## config.mk

```make
export PLATFORM = sky130hd
export DESIGN_NAME = uniform_random_float_generator
export DESIGN_NICKNAME = d
export VERILOG_FILES = /design/src/sv/urfg_pkg.sv /design/src/sv/urfg_seeder.sv /design/src/sv/urfg_core.sv /design/src/sv/urfg_encode.sv /design/src/sv/uniform_random_float_generator.sv
export SDC_FILE = /design/constraint.sdc
export NUM_CORES = 2
export LEC_CHECK = 0
export ABC_AREA = 1
export BUFFER_PORTS_ARGS = -buffer_cell sky130_fd_sc_hd__buf_2
export CORE_ASPECT_RATIO = 1.25
export CORE_UTILIZATION = 56
export CTS_CLUSTER_DIAMETER = 50
export DETAILED_ROUTE_END_ITERATION = 10
export PLACE_DENSITY = 0.83
export SLEW_MARGIN = 10
export SYNTH_ARGS = -nofsm -noshare
export SYNTH_HDL_FRONTEND = slang
export SYNTH_SLANG_ARGS = --single-unit
export TNS_END_PERCENT = 1
```

## constraint.sdc

```tcl
create_clock -name clk -period 8.1 [get_ports clk]
set_input_delay 0.405 -clock clk [delete_from_list [all_inputs] [get_ports clk]]
set_output_delay 0.405 -clock clk [all_outputs]
set_load 0.005 [all_outputs]
```

## src/sv/urfg_pkg.sv

```systemverilog
package urfg_pkg;

    // Configuration register indexes
    localparam int CFG_IDX_W = 2;
    localparam logic [CFG_IDX_W-1:0] CFG_SEED_VALUE   = 2'd0;
    localparam logic [CFG_IDX_W-1:0] CFG_FLOAT_FORMAT = 2'd1;

    // Output float encodings
    localparam logic [1:0] FMT_FP32 = 2'd0;
    localparam logic [1:0] FMT_FP16 = 2'd1;
    localparam logic [1:0] FMT_BF16 = 2'd2;

    // splitmix64 constants
    localparam logic [63:0] GOLDEN_INC = 64'h9E37_79B9_7F4A_7C15;
    localparam logic [63:0] MIX_MUL1   = 64'hBF58_476D_1CE4_E5B9;
    localparam logic [63:0] MIX_MUL2   = 64'h94D0_49BB_1331_11EB;

    // xoroshiro128+ rotate and shift amounts
    localparam int ROT_A   = 55;
    localparam int ROT_B   = 36;
    localparam int SHIFT_A = 14;

    typedef enum logic [2:0] {
        SEED_IDLE,
        SEED_INC,
        SEED_MUL1,
        SEED_ADD1,
        SEED_MUL2,
        SEED_ADD2
    } seed_state_t;

    // State word load from the seeding sequencer
    typedef struct packed {
        logic        load_a;
        logic        load_b;
        logic [63:0] word;
    } seed_load_t;

    // Sum stage to encode stage
    typedef struct packed {
        logic        valid;
        logic        last;
        logic [63:0] sum;
    } sum_item_t;

endpackage

```

## src/sv/urfg_seeder.sv

```systemverilog
module urfg_seeder
    import urfg_pkg::*;
(
    input  logic        clk,
    input  logic        rst_n,
    input  logic        start,
    input  logic [63:0] seed,
    output logic        busy,
    output seed_load_t  load
);

    seed_state_t state_reg, state_next;
    logic        draw_reg, draw_next;
    logic [63:0] ctr_reg, ctr_next;
    logic [63:0] z_reg, z_next;
    logic [63:0] pp_lo_reg, pp_lo_next;
    logic [31:0] pp_x_reg, pp_x_next;

    logic [63:0] mul_const;
    logic [63:0] prod_lo;
    logic [63:0] prod_hl;
    logic [63:0] prod_lh;
    logic [31:0] pp_cross;
    logic [63:0] fold;
    logic [63:0] ctr_inc;

    // Split 64x64 low product into three 32x32 products
    assign mul_const = (state_reg == SEED_MUL2) ? MIX_MUL2 : MIX_MUL1;
    assign prod_lo   = 64'(z_reg[31:0]) * 64'(mul_const[31:0]);
    assign prod_hl   = 64'(z_reg[63:32]) * 64'(mul_const[31:0]);
    assign prod_lh   = 64'(z_reg[31:0]) * 64'(mul_const[63:32]);
    assign pp_cross  = prod_hl[31:0] + prod_lh[31:0];
    assign fold      = pp_lo_reg + {pp_x_reg, 32'b0};
    assign ctr_inc   = ctr_reg + GOLDEN_INC;

    assign busy = (state_reg != SEED_IDLE);

    always_comb
    begin
        state_next = state_reg;
        if (start)
        begin
            state_next = SEED_INC;
        end
        else
        begin
            unique case (state_reg)
                SEED_IDLE: state_next = SEED_IDLE;
                SEED_INC:  state_next = SEED_MUL1;
                SEED_MUL1: state_next = SEED_ADD1;
                SEED_ADD1: state_next = SEED_MUL2;
                SEED_MUL2: state_next = SEED_ADD2;
                SEED_ADD2: state_next = draw_reg ? SEED_IDLE : SEED_INC;
                default:   state_next = SEED_IDLE;
            endcase
        end
    end

    always_comb
    begin
        ctr_next    = ctr_reg;
        z_next      = z_reg;
        pp_lo_next  = pp_lo_reg;
        pp_x_next   = pp_x_reg;
        draw_next   = draw_reg;
        load.load_a = 1'b0;
        load.load_b = 1'b0;
        load.word   = fold ^ (fold >> 31);
        if (start)
        begin
            ctr_next  = seed;
            draw_next = 1'b0;
        end
        else
        begin
            unique case (state_reg)
                SEED_INC:
                begin
                    ctr_next = ctr_inc;
                    z_next   = ctr_inc ^ (ctr_inc >> 30);
                end
                SEED_MUL1, SEED_MUL2:
                begin
                    pp_lo_next = prod_lo;
                    pp_x_next  = pp_cross;
                end
                SEED_ADD1:
                begin
                    z_next = fold ^ (fold >> 27);
                end
                SEED_ADD2:
                begin
                    load.load_a = !draw_reg;
                    load.load_b = draw_reg;
                    draw_next   = 1'b1;
                end
                default:
                begin
                    ctr_next = ctr_reg;
                end
            endcase
        end
    end

    // Reset starts a load from seed zero
    always_ff @(posedge clk or negedge rst_n)
    begin
        if (!rst_n)
        begin
            state_reg <= SEED_INC;
            draw_reg  <= 1'b0;
            ctr_reg   <= '0;
        end
        else
        begin
            state_reg <= state_next;
            draw_reg  <= draw_next;
            ctr_reg   <= ctr_next;
        end
    end

    always_ff @(posedge clk)
    begin
        z_reg     <= z_next;
        pp_lo_reg <= pp_lo_next;
        pp_x_reg  <= pp_x_next;
    end

endmodule

```

## src/sv/urfg_core.sv

```systemverilog
module urfg_core
    import urfg_pkg::*;
(
    input  logic       clk,
    input  logic       rst_n,
    input  logic       take,
    input  logic       last_in,
    input  seed_load_t load,
    input  logic       enc_ready,
    output logic       stage_ready,
    output sum_item_t  item
);

    logic [63:0] word_a_reg, word_a_next;
    logic [63:0] word_b_reg, word_b_next;
    logic        valid_reg, valid_next;
    logic        last_reg, last_next;
    logic [63:0] sum_reg, sum_next;
    logic [63:0] mix;

    assign stage_ready = !valid_reg || enc_ready;
    assign mix         = word_a_reg ^ word_b_reg;

    always_comb
    begin
        word_a_next = word_a_reg;
        word_b_next = word_b_reg;
        sum_next    = sum_reg;
        last_next   = last_reg;
        valid_next  = valid_reg && !enc_ready;
        if (load.load_a)
        begin
            word_a_next = load.word;
        end
        if (load.load_b)
        begin
            word_b_next = load.word;
        end
        if (take)
        begin
            // Advance the generator; the sum uses the words before the step
            sum_next    = word_a_reg + word_b_reg;
            last_next   = last_in;
            valid_next  = 1'b1;
            word_a_next = {word_a_reg[63-ROT_A:0], word_a_reg[63:64-ROT_A]}
                        ^ mix ^ (mix << SHIFT_A);
            word_b_next = {mix[63-ROT_B:0], mix[63:64-ROT_B]};
        end
    end

    always_ff @(posedge clk or negedge rst_n)
    begin
        if (!rst_n)
        begin
            valid_reg <= 1'b0;
        end
        else
        begin
            valid_reg <= valid_next;
        end
    end

    always_ff @(posedge clk)
    begin
        word_a_reg <= word_a_next;
        word_b_reg <= word_b_next;
        sum_reg    <= sum_next;
        last_reg   <= last_next;
    end

    assign item.valid = valid_reg;
    assign item.last  = last_reg;
    assign item.sum   = sum_reg;

endmodule

```

## src/sv/urfg_encode.sv

```systemverilog
module urfg_encode
    import urfg_pkg::*;
(
    input  logic        clk,
    input  logic        rst_n,
    input  sum_item_t   item,
    input  logic [1:0]  fmt,
    input  logic        out_ready,
    output logic        enc_ready,
    output logic        out_valid,
    output logic [31:0] out_sample,
    output logic [63:0] out_raw,
    output logic        out_last
);

    logic        valid_reg, valid_next;
    logic [31:0] sample_reg, sample_next;
    logic [63:0] raw_reg, raw_next;
    logic        last_reg, last_next;

    logic [23:0] n_fp32;
    logic [10:0] n_fp16;
    logic [7:0]  n_bf16;
    logic [23:0] n24;
    logic [4:0]  lead;
    logic [23:0] norm;
    logic [7:0]  expo8;
    logic [4:0]  expo5;
    logic [31:0] bits;

    assign enc_ready = !valid_reg || out_ready;

    // 2^k - m, left-aligned in a 24-bit field so one normalizer serves all formats
    assign n_fp32 = 24'h80_0000 - {1'b0, item.sum[63:41]};
    assign n_fp16 = 11'h400 - {1'b0, item.sum[63:54]};
    assign n_bf16 = 8'h80 - {1'b0, item.sum[63:57]};

    always_comb
    begin
        case (fmt)
            FMT_FP16: n24 = {n_fp16, 13'b0};
            FMT_BF16: n24 = {n_bf16, 16'b0};
            default:  n24 = n_fp32;
        endcase
    end

    // n24 is never zero
    always_comb
    begin
        lead = '0;
        for (int i = 0; i < 24; i++)
        begin
            if (n24[i])
            begin
                lead = 5'(i);
            end
        end
    end

    assign norm  = n24 << (5'd23 - lead);
    assign expo8 = {3'b0, lead} + 8'd104;
    assign expo5 = lead - 5'd8;

    always_comb
    begin
        case (fmt)
            FMT_FP16: bits = {16'b0, 1'b0, expo5, norm[22:13]};
            FMT_BF16: bits = {16'b0, 1'b0, expo8, norm[22:16]};
            default:  bits = {1'b0, expo8, norm[22:0]};
        endcase
    end

    always_comb
    begin
        valid_next  = valid_reg && !out_ready;
        sample_next = sample_reg;
        raw_next    = raw_reg;
        last_next   = last_reg;
        if (item.valid && enc_ready)
        begin
            valid_next  = 1'b1;
            sample_next = bits;
            raw_next    = item.sum;
            last_next   = item.last;
        end
    end

    always_ff @(posedge clk or negedge rst_n)
    begin
        if (!rst_n)
        begin
            valid_reg <= 1'b0;
        end
        else
        begin
            valid_reg <= valid_next;
        end
    end

    always_ff @(posedge clk)
    begin
        sample_reg <= sample_next;
        raw_reg    <= raw_next;
        last_reg   <= last_next;
    end

    assign out_valid  = valid_reg;
    assign out_sample = sample_reg;
    assign out_raw    = raw_reg;
    assign out_last   = last_reg;

endmodule

```

## src/sv/uniform_random_float_generator.sv

```systemverilog
// Uniform random source: a xoroshiro128+ generator (rotates 55 and 36,
// shift 14) whose two 64-bit state words are loaded by two splitmix64 draws
// of a 64-bit seed. Every input item advances the generator once and yields
// one output item: the raw 64-bit sum of the state words before the step and
// a float in (0,1] encoding (2^k - m)/2^k exactly, where m is the top k bits
// of that sum (k = 23 fp32, 10 fp16, 7 bf16; format code 3 gives fp32). The
// block takes one item per clock while m_tready is held high and no seed
// load runs; the xor/rotate step with the 64-bit add sits in the first
// stage, the normalizer and float packing in the output register stage.
// After reset and after each seed write, a sequencer runs the splitmix64
// load (five steps per draw, the 64-bit constant multiplies split into
// 32x32 products), and s_tready stays low for that time. Configuration
// writes are always taken; write registers only while no item is in flight.
module uniform_random_float_generator
    import urfg_pkg::*;
(
    input  logic                 clk,
    input  logic                 rst_n,

    // Input items
    input  logic                 s_tvalid,
    output logic                 s_tready,
    input  logic [7:0]           s_tdata,    // [0] last_in_batch, [7:1] zero

    // Output items
    output logic                 m_tvalid,
    input  logic                 m_tready,
    output logic [95:0]          m_tdata,    // [31:0] sample_bits, [95:32] raw_word
    output logic                 m_tlast,    // last_out

    // Register writes
    input  logic                 cfg_valid,
    output logic                 cfg_ready,
    input  logic [CFG_IDX_W-1:0] cfg_index,
    input  logic [63:0]          cfg_data
);

    logic       cfg_write;
    logic       seed_start;
    logic [1:0] format_reg, format_next;
    logic       seed_busy;
    seed_load_t seed_load;
    logic       stage_ready;
    logic       enc_ready;
    logic       take;
    sum_item_t  sum_item;
    logic [31:0] out_sample;
    logic [63:0] out_raw;

    assign cfg_ready  = 1'b1;
    assign cfg_write  = cfg_valid && cfg_ready;
    assign seed_start = cfg_write && (cfg_index == CFG_SEED_VALUE);

    // Hold the format; writes to unknown indexes drop
    always_comb
    begin
        format_next = format_reg;
        if (cfg_write && (cfg_index == CFG_FLOAT_FORMAT))
        begin
            format_next = cfg_data[1:0];
        end
    end

    always_ff @(posedge clk or negedge rst_n)
    begin
        if (!rst_n)
        begin
            format_reg <= FMT_FP32;
        end
        else
        begin
            format_reg <= format_next;
        end
    end

    // Accept an item only once the state words are loaded
    assign s_tready = stage_ready && !seed_busy;
    assign take     = s_tvalid && s_tready;

    urfg_seeder u_seeder (
        .clk   (clk),
        .rst_n (rst_n),
        .start (seed_start),
        .seed  (cfg_data),
        .busy  (seed_busy),
        .load  (seed_load)
    );

    urfg_core u_core (
        .clk         (clk),
        .rst_n       (rst_n),
        .take        (take),
        .last_in     (s_tdata[0]),
        .load        (seed_load),
        .enc_ready   (enc_ready),
        .stage_ready (stage_ready),
        .item        (sum_item)
    );

    urfg_encode u_encode (
        .clk        (clk),
        .rst_n      (rst_n),
        .item       (sum_item),
        .fmt        (format_reg),
        .out_ready  (m_tready),
        .enc_ready  (enc_ready),
        .out_valid  (m_tvalid),
        .out_sample (out_sample),
        .out_raw    (out_raw),
        .out_last   (m_tlast)
    );

    assign m_tdata = {out_raw, out_sample};

endmodule
```

* After elaboration in Yosys (flattened, before gate mapping)
Cells that the tools add are included.
** Word-level totals
- Flip-flop bits (word level) :: 522
- Output and inout bits :: 100
- Bits of input ports :: 79
- Word-level logic and storage cells :: 112
** Cells by class
- Shift operators :: 1
- Multipliers :: 3
- Equal/unequal tests :: 8
- Bitwise gates (word level) :: 7
- Add/sub/neg operators :: 10
- Reduce and logical (&&, ||, !) cells :: 25
- Muxes and demuxes :: 42
** Operator list (number)
- 64-bit two-way mux :: 6
- 64-bit bitwise XOR :: 3
- 64-bit adder :: 2
- 64-bit case mux with 2 select lines :: 1
- 64-bit adder, second input constant :: 1
- 32-bit by 32-bit multiplier with 32-bit output :: 2
- 32-bit by 32-bit multiplier with 64-bit output :: 1
- 64-bit by 33-bit bitwise XOR with 64-bit output :: 1
- 64-bit by 34-bit bitwise XOR with 64-bit output :: 1
- 64-bit by 37-bit bitwise XOR with 64-bit output :: 1
- 62-bit two-way mux :: 1
- 31-bit case mux with 2 select lines :: 1
- 24-bit case mux with 2 select lines :: 1
- 5-bit two-way mux :: 8
- 32-bit adder :: 1
- 4-bit two-way mux :: 8
- 24-bit by 5-bit left shift with 23-bit output :: 1
- 24-bit by 23-bit subtractor with 24-bit output, first input constant :: 1
- 3-bit two-way mux :: 5
- 3-bit case mux with 5 select lines :: 1
- 11-bit by 10-bit subtractor with 11-bit output, first input constant :: 1
- 2-bit nonzero test :: 5
- 5-bit by 7-bit adder with 8-bit output, second input constant :: 1
- 2-bit two-way mux :: 4
- other kinds (17) :: 38

* Logic depth before layout (Yosys ltp)
- Word-level depth :: 28
- Gate-level depth with buffers :: 41
- Mapped depth without buffers :: 39

* Hierarchy
Synthesis repeated with hierarchy kept, for this count alone.
** Second synthesis, totals
- Cells, all modules :: 9575
- Area total of the unflattened synthesis :: 81649.6 um^2
** Modules (own cells, without submodules)
- urfg_seeder :: area each 61621.6 um^2, cells each 6913, sequential area each 6507.5 um^2, instances 1
- urfg_core :: area each 14082.3 um^2, cells each 1931, sequential area each 5820.6 um^2, instances 1
- urfg_encode :: area each 5825.6 um^2, cells each 714, sequential area each 2877.8 um^2, instances 1
- uniform_random_float_generator :: area each 120.1 um^2, cells each 17, sequential area each 50.0 um^2, instances 1

* Worst setup path before layout
No wires, ideal clock.
- Kind :: reg-to-reg
- Start :: reg u_seeder.state_reg[0]
- End :: reg u_seeder.pp_x_reg[31], data pin
- Data required time :: 7840 ps
- Clock period less this slack :: 8952 ps
- Stages on the path, launching flop included :: 38
- Path slack :: -852 ps
- Arrival time :: 8692 ps
- Buffers on the path :: 4
- Path through :: dfstp_2 inv_1 nand2_1 nor2_4 buf_2 buf_4 clkbuf_1 buf_1 nor2_1 inv_1 fa_1 fa_1 inv_1 fa_1 fa_1 fa_1 inv_1 fa_1 (+2 left out) fa_1 fa_1 inv_1 fa_1 inv_1 ha_1 nand2_1 o21ai_0 a21oi_1 o21ai_1 nand3_1 nand2_1 a21oi_1 o21ai_1 nand4_1 nand2_1 xnor2_1 xnor2_1
** On the way
- Longest elaborated chain between the ends :: 4
- Elaborated cells on any way between the ends :: 5
- Those cells by class :: add/sub (1); mul (2); eq/ne (1); mux (1)
** Ends and longest elaborated chain
- from (decl) :: RTL line urfg_seeder.sv:12 : seed_state_t state_reg, state_next;
- from (signal assigned) :: RTL line urfg_seeder.sv:116 : state_reg <= state_next;
- 3-bit equality test * :: RTL line urfg_seeder.sv:28 : assign mul_const = (state_reg == SEED_MUL2) ? MIX_MUL2 : MIX_MUL1;
- 62-bit two-way mux * :: RTL line urfg_seeder.sv:28
- 32-bit by 32-bit multiplier with 32-bit output (on tied branches) :: RTL line urfg_seeder.sv:30, urfg_seeder.sv:31
- 32-bit adder * :: RTL line urfg_seeder.sv:32 : assign pp_cross = prod_hl[31:0] + prod_lh[31:0];
- net u_seeder.pp_cross[31] :: RTL line urfg_seeder.sv:23 : logic [31:0] pp_cross;
- to (signal assigned) :: RTL line urfg_seeder.sv:126 : pp_x_reg <= pp_x_next;
- to (decl) :: RTL line urfg_seeder.sv:17 : logic [31:0] pp_x_reg, pp_x_next;
The timed path passes the listed nets; every way through them passes the cells marked *.
A chain may end at the register's enable or synchronous reset.

* Final worst setup path
Ends and elaborated chain as after synthesis.

==> results by group <==
Outcome
  • Status: complete, but fails checks
  • Failing checks: hold timing, setup timing

GRT
  • First-pass GRT wire length: 440 mm
  • Initial antenna violation count: 13
  • Pin count of the biggest net entering global routing: 73
  • Vias in the first global route: 66,413
  • Gr ovfl total: 0
  • GRT Util Overall: 44.9%

Cells and area
  • Seq. cell area: about 0.015 mm²
  • Number of fillers in the final layout: 11,039
  • Commonest non-fill, non-tap cell in the layout: inv_1
  • Most frequent cells in the layout: inv_1, fa_1, nand2_1
  • Core Util, Final: 66.1%
  • Footprint of the multi-input gates: 0.0536 mm²
  • Share of post-route cells with drive strength above 1: 16.0%
  • Fin cells: 11,078
  • Area grow syn2layout: 16.9%
  • Final nets: 11,419
  • Design Area, Final: 0.0898 mm²

Clock network
  • H-tree Lvls: 3
  • Clk slew on worst S/H paths: 0.06 ns
  • Clock Latency Late Sink: around 0.7 ns
  • Root Buffer: clkbuf_16
  • CTS buffer count: 66
  • CTS max path bufs: 3
  • CTS sink cnt: 520
  • CTS tree: done

Route
  • Detail Route Antenna Nets: 0
  • Wire length per cell: 27.6 µm
  • Residual DRC: 0
  • Vias: 62,806
  • Vias per inst: between 5 and 6
  • Metal-1 WL: 104 mm
  • DR pass1 iterations: 5
  • Iteration-0 DRC Markers: 5,600
  • Max layer used: met5
  • DR WL met2: 143 mm
  • WL final: 306 mm
  • Routed met3 length: 24.8 mm

Floorplan
  • Die Y: 416 µm
  • Die area: 0.139 mm²
  • I/O pins: between 150 and 200
  • Core ar.: roughly 0.14 mm²
  • Num rows: around 150
  • Die X: about 330 µm
  • Effective utilization at floorplan: between 50% and 60%

Setup path
  • CP dominant cell by count: fa_1
  • CP startpoint kind: register
  • CP max stage delay: 0.65 ns
  • CP endpoint kind: register
  • WP data arrival: 8.94 ns
  • Type of the worst setup path: reg2reg
  • CP Data Required Time: 8.55 ns
  • Critical-path top delay cell: fa_2
  • Worst-path fanout max: 12

STA
  • Hold Fails Final Rpt: 1
  • Worst slew margin: 4.81%
  • Slew of the pin with the lowest slew margin: 1.42 ns
  • Final period demand of the worst path: 8.49 ns
  • Worst Clk Skew: 0.0667 ns
  • Slack of the critical path: -0.389 ns
  • Final hold slack: -0.00637 ns
  • Final slew viol count: 0
  • Count of final setup violators: 34
  • Fmax: 118 MHz
  • Fin crit share: 105%
  • RSZ-0062 raised after global routing: yes

Placement
  • Placed Area: 0.0861 mm²
  • DP Cell Count: 10,892
  • Post-DP HPWL: 261 mm
  • Port bufs: 169
  • Pre-CTS WS: -0.710 ns
  • Placer congestion estimate: 1.04

Hold path
  • Hold Crit Class: in2reg

Job
  • Max Cap Viol: 0

Yosys
  • Register area share after synthesis: 19.9%
  • Synth warnings: 0
  • Synth Register Bits: 520
  • Cell variety after synth: 67
  • Syn_area_per_cell: 9.28 µm²
  • Cell Area, Synth: between 0.07 and 0.08 mm²
  • Syn Inst Count: 8,274
[critical path, delay by kind of cell, from the launching register on]
kind                       cells  cell delay (ns)
adders and majority gates     11             5.29
buffers and inverters         10             1.19
DFF                            1             0.54
and+or+nand+nor                6             0.52
AOI/OAI and AO/OA              3             0.44
xor gates and xnor gates       2             0.21
[worst paths after layout]
path                                  startpoint                     to  slack (ns)  cells past startpoint
max in group asynchronous                  rst_n   u_seeder.ctr_reg[51]        7.36                      2
hold / removal                      cfg_data[48]   u_seeder.ctr_reg[48]      -0.006                      3
setup reg to reg           u_seeder.state_reg[0]  u_seeder.pp_x_reg[31]       -0.39                     32
min in group asynchronous                  rst_n   u_seeder.ctr_reg[36]        0.04                      2
setup / recovery           u_seeder.state_reg[0]  u_seeder.pp_x_reg[31]       -0.39                     32
hold reg to reg               u_core.sum_reg[26]   u_encode.out_raw[26]        0.40                      0
[final cells by class]
type | instances | area share (%)
Tap cell | 1759 | 2.45
Clock buffer | 76 | 1.93
Clock inverter | 45 | 0.633
Timing Repair Buffer | 1064 | 8.86
Sequential cell | 520 | 17.0
Inverter | 2234 | 9.36
Antenna cell | 4 | 0.0112
Multi-Input combinational cell | 5376 | 59.8
[stage by stage]
stage / hold slack [ns] / TNS [ns]
after floorplan: 0.109 / -0.295
after global placement: 0.400 / -14.32
after detailed placement: 0.405 / -17.07
after CTS: 0.00249 / -4.44
after global routing: 0.0224 / -16.52
final: -0.00637 / -6.55
[cell families after synthesis]
family,count (synthesis),synth area share (%)
buf+inv,2444,12.1
fa+ha+maj,2078,45.7
simple gates,1867,10.2
compound gates,902,6.92
flops,520,19.9
xor+xnor,461,5.27
other cells,2,0.00978
[layer usage]
| layer | GRT usage [%] | vias to the layer above |
|---|---|---|
| li1 | - | 27285 |
| met1 | 50.1 | 30966 |
| met3 | 8.53 | 1187 |
| met5 | 0 | - |
| met4 | 41.5 | 6 |
| met2 | 72.5 | 3362 |
[synth_stat cells, drive strengths merged]
| master | count | share of area [%] |
|---|---|---|
| edfxtp | 448 | 18 |
| nor4 | 7 | 0.057 |
| a211oi | 5 | 0.049 |
| o22ai | 14 | 0.12 |
| o21a | 19 | 0.19 |
| a22oi | 3 | 0.029 |
| nand3b | 4 | 0.039 |
| xnor2 | 170 | 1.9 |
| fa | 1209 | 32 |
| and3 | 1 | 0.0082 |
| nand4 | 28 | 0.25 |
| a311o | 1 | 0.013 |
| o221a | 3 | 0.044 |
| nand2 | 1044 | 5.2 |
| nor2 | 473 | 2.4 |
| a221oi | 3 | 0.034 |
| o311ai | 4 | 0.046 |
| dfrtp | 71 | 2.3 |
| nor3 | 38 | 0.26 |
| a21o | 13 | 0.13 |
| or2 | 50 | 0.41 |
| ha | 869 | 14 |
| o211ai | 38 | 0.37 |
| o21ai | 344 | 2.3 |
| inv | 2221 | 11 |
| xor2 | 291 | 3.3 |
| a31oi | 56 | 0.48 |
| clkbuf | 154 | 0.75 |
| o21bai | 20 | 0.22 |
| a21oi | 301 | 2.0 |
| o221ai | 45 | 0.51 |
| o2111ai | 3 | 0.034 |
| a21boi | 27 | 0.28 |
| nand3 | 222 | 1.5 |
| dfstp | 1 | 0.034 |
| buf | 56 | 0.38 |
| clkinv | 13 | 0.070 |
| o31ai | 3 | 0.029 |
| conb | 2 | 0.0098 |
[what timing repair did]
item / in CTS / in global routing
endpoints found under the hold margin: 50 / 0
buffers inserted: 5 / 4
endpoints found under the setup margin: 47 / 46
gates resized for setup: 107 / 55
pin swaps: 26 / 18
gates cloned: 2 / 0
hold buffers: 50 / 0
Power is not shown: default switching activity piles up to over one toggle a cycle in this logic, so the estimate is an artifact.
